## config.mk

```make
export PLATFORM = sky130hd
export DESIGN_NAME = line_edit_buffer_core
export DESIGN_NICKNAME = d
export VERILOG_FILES = /design/src/hw/rtl/lebuf_pkg.sv /design/src/hw/rtl/line_edit_buffer_core.sv
export SDC_FILE = /design/constraint.sdc
export NUM_CORES = 2
export LEC_CHECK = 0
export BUFFER_PORTS_ARGS = -buffer_cell sky130_fd_sc_hd__clkbuf_2
export CORE_AREA = 4 4 557 559
export CTS_CLUSTER_DIAMETER = 50
export DETAILED_ROUTE_END_ITERATION = 10
export DIE_AREA = 0 0 561 563
export PLACE_DENSITY_LB_ADDON = 0.3
export SYNTH_ARGS = -nofsm -noshare
export SYNTH_HDL_FRONTEND = slang
export SYNTH_SLANG_ARGS = --single-unit
```

## constraint.sdc

```tcl
create_clock -name clk -period 5.41 [get_ports clk]
set_input_delay 1.082 -clock clk [delete_from_list [all_inputs] [get_ports clk]]
set_output_delay 1.082 -clock clk [all_outputs]
set_load 0.01 [all_outputs]
```

## src/hw/rtl/lebuf_pkg.sv

```systemverilog
// Shared types and constants for the line edit buffer core.
// No dependencies; imported by line_edit_buffer_core and lebuf_chk.
package lebuf_pkg;

    localparam int unsigned BUFFER_DEPTH_DEF = 256;
    localparam int unsigned PROMPT_W         = 12;
    localparam int unsigned OFFSET_W         = 13;

    // Edit command codes carried in the mode field
    typedef enum logic [3:0] {
        MODE_INSERT    = 4'd0,
        MODE_BACKSPACE = 4'd1,
        MODE_DELETE    = 4'd2,
        MODE_LEFT      = 4'd3,
        MODE_RIGHT     = 4'd4,
        MODE_HOME      = 4'd5,
        MODE_END       = 4'd6,
        MODE_CLEAR     = 4'd7,
        MODE_READ      = 4'd8
    } lebuf_mode_t;

    typedef struct packed {
        logic [3:0] mode;
        logic [7:0] char_in;
        logic [7:0] read_index;
    } lebuf_in_t;

    typedef struct packed {
        logic [7:0]          line_length;
        logic [7:0]          cursor_pos;
        logic [OFFSET_W-1:0] cursor_offset;
        logic                changed;
        logic                accepted;
        logic [7:0]          read_char;
    } lebuf_out_t;

    typedef enum logic [2:0] {
        ST_IDLE,
        ST_EXEC,
        ST_SHIFT_R,
        ST_INS_WR,
        ST_SHIFT_L,
        ST_RD_WAIT,
        ST_RESP
    } lebuf_state_t;

endpackage

```

## src/hw/rtl/line_edit_buffer_core.sv

```systemverilog
// Line edit buffer core: character line in a synchronous RAM, length and cursor registers.
// Depends on lebuf_pkg.
//
// Commands that do not touch the RAM run through EXEC and RESP; a read inside the line also passes
// through RD_WAIT. Insert shifts any tail right in SHIFT_R, then writes in INS_WR; backspace and
// delete shift any tail left in SHIFT_L: one RAM port moves a character a cycle.
// One command is in work at a time; the next input beat is taken once the result sits in the
// output register, so a new command is not taken before the last one is through.
// Reset clears length, cursor, prompt offset and the handshake state; the RAM is not cleared.
module line_edit_buffer_core #(
    parameter int unsigned BUFFER_DEPTH = lebuf_pkg::BUFFER_DEPTH_DEF
) (
    input  logic                              clk,
    input  logic                              rst_n,
    input  logic                              in_valid,
    output logic                              in_ready,
    input  lebuf_pkg::lebuf_in_t              in_data,
    output logic                              out_valid,
    input  logic                              out_ready,
    output lebuf_pkg::lebuf_out_t             out_data,
    input  logic                              cfg_valid,
    output logic                              cfg_ready,
    input  logic [lebuf_pkg::PROMPT_W-1:0]    cfg_data
);
    import lebuf_pkg::*;

    // Index width: length never exceeds BUFFER_DEPTH-1, so AW bits hold it.
    localparam int unsigned AW = (BUFFER_DEPTH > 1) ? $clog2(BUFFER_DEPTH) : 1;
    // Compare width for the 8-bit read index against the length.
    localparam int unsigned CW = (AW > 8) ? AW : 8;

    // ---------------- state ----------------
    lebuf_state_t      state_reg, state_next;
    logic [AW-1:0]     len_reg, len_next;
    logic [AW-1:0]     cur_reg, cur_next;
    logic [AW-1:0]     rd_addr_reg, rd_addr_next;   // RAM address read in the previous cycle
    logic [PROMPT_W-1:0] prompt_reg;
    logic [3:0]        mode_reg, mode_next;
    logic [7:0]        char_reg, char_next;
    logic [7:0]        ridx_reg, ridx_next;
    logic              chg_reg, chg_next;
    logic              acc_reg, acc_next;
    logic [7:0]        rchar_reg, rchar_next;
    logic              out_valid_reg, out_valid_next;
    lebuf_out_t        out_reg, out_next;

    // ---------------- line RAM ----------------
    logic [7:0]        line_mem [BUFFER_DEPTH];
    logic [7:0]        mem_rdata_reg;
    logic              mem_we;
    logic [AW-1:0]     mem_waddr;
    logic [7:0]        mem_wdata;
    logic [AW-1:0]     mem_raddr;

    // Single write port, one registered read port. Shifts run the read two addresses
    // ahead of the write, so a shift cycle never reads the entry it writes.
    always_ff @(posedge clk)
    begin
        if (mem_we)
        begin
            line_mem[mem_waddr] <= mem_wdata;
        end
        mem_rdata_reg <= line_mem[mem_raddr];
    end

    // ---------------- handshakes ----------------
    assign in_ready  = (state_reg == ST_IDLE);
    assign out_valid = out_valid_reg;
    assign out_data  = out_reg;
    assign cfg_ready = 1'b1;   // config to be written only while idle; the core does not enforce it

    logic          out_free;
    logic [AW-1:0] del_pos;    // first position overwritten by a left shift
    assign out_free = !out_valid_reg || out_ready;
    assign del_pos  = (mode_reg == MODE_BACKSPACE) ? (cur_reg - 1'b1) : cur_reg;

    always_ff @(posedge clk or negedge rst_n)
    begin
        if (!rst_n)
        begin
            state_reg     <= ST_IDLE;
            len_reg       <= '0;
            cur_reg       <= '0;
            prompt_reg    <= '0;
            out_valid_reg <= 1'b0;
        end
        else
        begin
            state_reg     <= state_next;
            len_reg       <= len_next;
            cur_reg       <= cur_next;
            out_valid_reg <= out_valid_next;
            if (cfg_valid && cfg_ready)
            begin
                prompt_reg <= cfg_data;
            end
        end
    end

    // Payload registers, no reset needed
    always_ff @(posedge clk)
    begin
        rd_addr_reg <= rd_addr_next;
        mode_reg    <= mode_next;
        char_reg    <= char_next;
        ridx_reg    <= ridx_next;
        chg_reg     <= chg_next;
        acc_reg     <= acc_next;
        rchar_reg   <= rchar_next;
        out_reg     <= out_next;
    end

    // ---------------- command sequencer ----------------
    always_comb
    begin
        state_next     = state_reg;
        len_next       = len_reg;
        cur_next       = cur_reg;
        rd_addr_next   = rd_addr_reg;
        mode_next      = mode_reg;
        char_next      = char_reg;
        ridx_next      = ridx_reg;
        chg_next       = chg_reg;
        acc_next       = acc_reg;
        rchar_next     = rchar_reg;
        out_next       = out_reg;
        out_valid_next = out_valid_reg && !out_ready;
        mem_we         = 1'b0;
        mem_waddr      = rd_addr_reg;
        mem_wdata      = mem_rdata_reg;
        mem_raddr      = rd_addr_reg;

        case (state_reg)
            ST_IDLE:
            begin
                if (in_valid)
                begin
                    mode_next  = in_data.mode;
                    char_next  = in_data.char_in;
                    ridx_next  = in_data.read_index;
                    state_next = ST_EXEC;
                end
            end

            ST_EXEC:
            begin
                chg_next   = 1'b0;
                acc_next   = 1'b0;
                rchar_next = 8'd0;
                state_next = ST_RESP;
                case (mode_reg)
                    MODE_INSERT:
                    begin
                        if (len_reg < AW'(BUFFER_DEPTH - 1))
                        begin
                            if (len_reg > cur_reg)
                            begin
                                // tail moves right, starting from the last character
                                mem_raddr    = len_reg - 1'b1;
                                rd_addr_next = len_reg - 1'b1;
                                state_next   = ST_SHIFT_R;
                            end
                            else
                            begin
                                state_next = ST_INS_WR;
                            end
                        end
                    end
                    MODE_BACKSPACE, MODE_DELETE:
                    begin
                        if ((mode_reg == MODE_BACKSPACE) ? (cur_reg != '0) : (cur_reg < len_reg))
                        begin
                            chg_next = 1'b1;
                            acc_next = 1'b1;
                            if ((del_pos + 1'b1) < len_reg)
                            begin
                                mem_raddr    = del_pos + 1'b1;
                                rd_addr_next = del_pos + 1'b1;
                                state_next   = ST_SHIFT_L;
                            end
                            else
                            begin
                                len_next = len_reg - 1'b1;
                                if (mode_reg == MODE_BACKSPACE)
                                begin
                                    cur_next = cur_reg - 1'b1;
                                end
                            end
                        end
                    end
                    MODE_LEFT:
                    begin
                        if (cur_reg != '0)
                        begin
                            cur_next = cur_reg - 1'b1;
                            acc_next = 1'b1;
                        end
                    end
                    MODE_RIGHT:
                    begin
                        if (cur_reg < len_reg)
                        begin
                            cur_next = cur_reg + 1'b1;
                            acc_next = 1'b1;
                        end
                    end
                    MODE_HOME:
                    begin
                        cur_next = '0;
                        acc_next = 1'b1;
                    end
                    MODE_END:
                    begin
                        cur_next = len_reg;
                        acc_next = 1'b1;
                    end
                    MODE_CLEAR:
                    begin
                        chg_next = (len_reg != '0);
                        acc_next = 1'b1;
                        len_next = '0;
                        cur_next = '0;
                    end
                    MODE_READ:
                    begin
                        acc_next = 1'b1;
                        if (CW'(ridx_reg) < CW'(len_reg))
                        begin
                            mem_raddr  = AW'(ridx_reg);
                            state_next = ST_RD_WAIT;
                        end
                    end
                    default:
                    begin
                        state_next = ST_RESP;   // unused codes: no effect
                    end
                endcase
            end

            ST_SHIFT_R:
            begin
                // data read last cycle from rd_addr goes one place up
                mem_we    = 1'b1;
                mem_waddr = rd_addr_reg + 1'b1;
                if (rd_addr_reg > cur_reg)
                begin
                    mem_raddr    = rd_addr_reg - 1'b1;
                    rd_addr_next = rd_addr_reg - 1'b1;
                end
                else
                begin
                    state_next = ST_INS_WR;
                end
            end

            ST_INS_WR:
            begin
                mem_we     = 1'b1;
                mem_waddr  = cur_reg;
                mem_wdata  = char_reg;
                len_next   = len_reg + 1'b1;
                cur_next   = cur_reg + 1'b1;
                chg_next   = 1'b1;
                acc_next   = 1'b1;
                state_next = ST_RESP;
            end

            ST_SHIFT_L:
            begin
                // data read last cycle from rd_addr goes one place down
                mem_we    = 1'b1;
                mem_waddr = rd_addr_reg - 1'b1;
                if ((rd_addr_reg + 1'b1) < len_reg)
                begin
                    mem_raddr    = rd_addr_reg + 1'b1;
                    rd_addr_next = rd_addr_reg + 1'b1;
                end
                else
                begin
                    len_next = len_reg - 1'b1;
                    if (mode_reg == MODE_BACKSPACE)
                    begin
                        cur_next = cur_reg - 1'b1;
                    end
                    state_next = ST_RESP;
                end
            end

            ST_RD_WAIT:
            begin
                rchar_next = mem_rdata_reg;
                state_next = ST_RESP;
            end

            ST_RESP:
            begin
                // hold until the output register is free
                if (out_free)
                begin
                    out_next.line_length   = 8'(len_reg);
                    out_next.cursor_pos    = 8'(cur_reg);
                    out_next.cursor_offset = OFFSET_W'({1'b0, prompt_reg})
                                           + OFFSET_W'({cur_reg, 1'b0});
                    out_next.changed       = chg_reg;
                    out_next.accepted      = acc_reg;
                    out_next.read_char     = rchar_reg;
                    out_valid_next         = 1'b1;
                    state_next             = ST_IDLE;
                end
            end

            default:
            begin
                state_next = ST_IDLE;
            end
        endcase
    end

endmodule

```

==> results.toml <==
[worst_setup_path]
crit_arrival_ns = 6.49
ff2ff_setup_slack_ns = -0.30
end_kind = "register"
worstPathRequired_ns = 6.19
critPathMaxFanout = 18
critPathKind = "register to register"
crit_path_start_kind = "register"

[global_route]
first_global_vias = 59173
grt_max_degree = 116
track_usage_pct = 17.4
grt_pass1_wl_um = 413000
antenna_found_initial = 2
grt_overflow = 0

[synthesis]
synthesis.nets = 6974
ys_seq_elements = 2165
async_flop_share_pct = 1.48
synth_edf_count = 2125
yosysWarnings = 0
ys_types = 83
yosysSeqAreaShare_pct = 73.3
synthCells = 6883
synth_area_per_cell_sq_um = 12.8
syn_area_sq_um = 88300
synthFlopType = "edfxtp_1"

[placement]
place_ws_ns = -1.37
hpwl_um = 178000
port_buffers = 77
place.gp.congestion = 0.882

[timing]
tightest_slew_ns = 1.12
fin_crit_ns = 5.71
slew_viol_final = 0
setup_violations = 8
rsz0062_at_grt = "true"
clock.fmax_ghz = 0.175
finalWorstSetupSlack_ns = -0.299
clock_skew_ns = 0.0617
post-route-period-util_pct = 106
slew_headroom_pct = 25.3
hold_viol = 0

[routing]
wirelength_um = 283000
drc_errors = 0
drt_iter0_drc = 6114
vias = 60334
ant_nets = 0
drt-wirelength-per-cell_um = 23.8
first_pass_iters = 6
drt-vias-per-instance = 5.07

[floorplan]
io_pins = 79
rows = 203
die_height_um = 563
start_util_pct = 28.9
die_w_um = 561
core_area_sq_um = 305000
die_area_sq_um = 316000

[layout]
largest_register_ff_count = 2048
syn_to_final_growth_pct = 24.2
drive_above_1_share_pct = 18.1
finalNetCount = 7686

[flow_run]
max-cap-violations = 0

[worst_hold_path]
hold_path.class = "primary input to async pin"

[outcome]
run_status = "finished, violations left"
violations = "negative setup slack"

[cts]
htreeDepth = 5
cts_inserted_buffers = 281
cts_buffer_depth = 4
cts_num_sinks = 2165
clock-root-buffer = "clkbuf_16"
clk_latency_ns = 0.92
clkTransAtPathRegs_ns = 0.06
cts_tree = "done"
stage by stage:
| stage | TNS, ns | instances | area (sq um) | hold WS (ns) | util (%) |
|---|---|---|---|---|---|
| 2_1_floorplan | 0 | 6883 | 88300 | 0.400 | - |
| 3_5_place_dp | -7.25 | 11317 | 98600 | 0.409 | 32.3 |
| 6_report | -2.22 | 11895 | 110000 | 0.322 | 36.0 |
| 4_1_cts | -1.47 | 11887 | 110000 | 0.281 | 35.9 |
| 5_1_grt | -3.57 | 11893 | 110000 | 0.316 | 35.9 |
| 3_3_place_gp | -8.87 | 11317 | 98600 | 0.405 | 32.3 |
final cells by class:
type,instances,area (sq um)
inverters,34,129
clock buffers,356,7500
fillers,29250,195000
clock inverters,125,1180
repair buffers,875,8800
well taps,4100,5130
flip-flops and latches,2165,64800
multi-input cells,4238,22100
diodes,2,5.00
layer usage:
metal / global-route usage (%) / up-vias / share of wire [%]
li1: - / 26937 / -
met1: 24.2 / 30566 / 43
met2: 27.8 / 2392 / 46
met3: 3.20 / 439 / 7.5
met4: 5.08 / 0 / 2.8
met5: 0 / - / 0
what timing repair did:
action | in CTS | in global routing
resized for setup | 185 | 22
setup endpoints to repair | 8 | 8
cloned | 23 | 0
pin swaps | 92 | 19
setup buffers | 71 | 6
hold buffers | 0 | 0
synth_stat cells, types with 29 or more instances:
library cell  number  area [sq um]
inv_1             31           116
a21oi_1           81           405
nand2_1         1947          7310
o21ai_0           72           360
buf_2            185           926
nand4_1          209          1310
clkbuf_1         217           815
a31oi_1          263          1650
dfrtp_1           32           801
a32oi_1          127          1110
edfxtp_1        2125         63800
ha_1              53           663
xnor2_1           38           333
nand3_1          678          3390
mux2i_1          137          1370
nor3_1            29           145
nor2_1           336          1260
critical path, stage by stage, from the launching register on:
cell and delay, ns:
edfxtp_1 0.42, or4b_4 0.61, or4b_1 0.54, a32o_2 0.26, and2_4 0.15, ha_4 0.21
nand4_1 0.11, nor2_2 0.08, a2111oi_4 0.38, buf_4 0.20, nor3_4 0.04, a211oi_2 0.21
o2111a_2 0.31, o31ai_4 0.07, buf_6 0.16, buf_12 0.18, buf_16 0.21, buf_12 0.15
nand2_1 0.07, nand3_1 0.15, nand3_2 0.16, nand4_1 0.26, o21ai_2 0.29, buf_6 0.17
nand4_1 0.09
final timing paths:
path / startpoint / to / depth (start not counted)
max reg2reg: mode_reg[1] / mem_rdata_reg[0] / 24
min reg2reg: rchar_reg[1] / out_data[1] / 0
max: mode_reg[1] / mem_rdata_reg[0] / 24
min in group clk: in_data[13] / char_reg[5] / 1
max in group asynchronous: rst_n / cur_reg[3] / 1
min: rst_n / prompt_reg[7] / 1
cell families (layout without fill, tap and decap cells):
logic type      Yosys count  in the layout  share of synthesized area [%]
simple gates           3287           3288                           15.9
compound gates          697            697                           5.36
other cells               1              3                        0.00425
buf+inv                 481           1390                           2.43
xor+xnor                 47             47                          0.466
flops                  2165           2165                           73.3
fa+ha+maj                55             55                          0.785
mux                     150            150                           1.72
cells in the final DEF (no fill, tap or decap), drive strengths merged, types with 127 or more instances in the layout:
cell type / netlist / routed
a31oi: 263 / 263
a32oi: 127 / 127
buf: 230 / 779
clkbuf: 217 / 433
edfxtp: 2125 / 2125
mux2i: 137 / 137
nand2: 1947 / 1947
nand3: 678 / 678
nand4: 209 / 209
nor2: 337 / 337
Power is not shown: default switching activity piles up to over one toggle a cycle in this logic, so the estimate is an artifact.
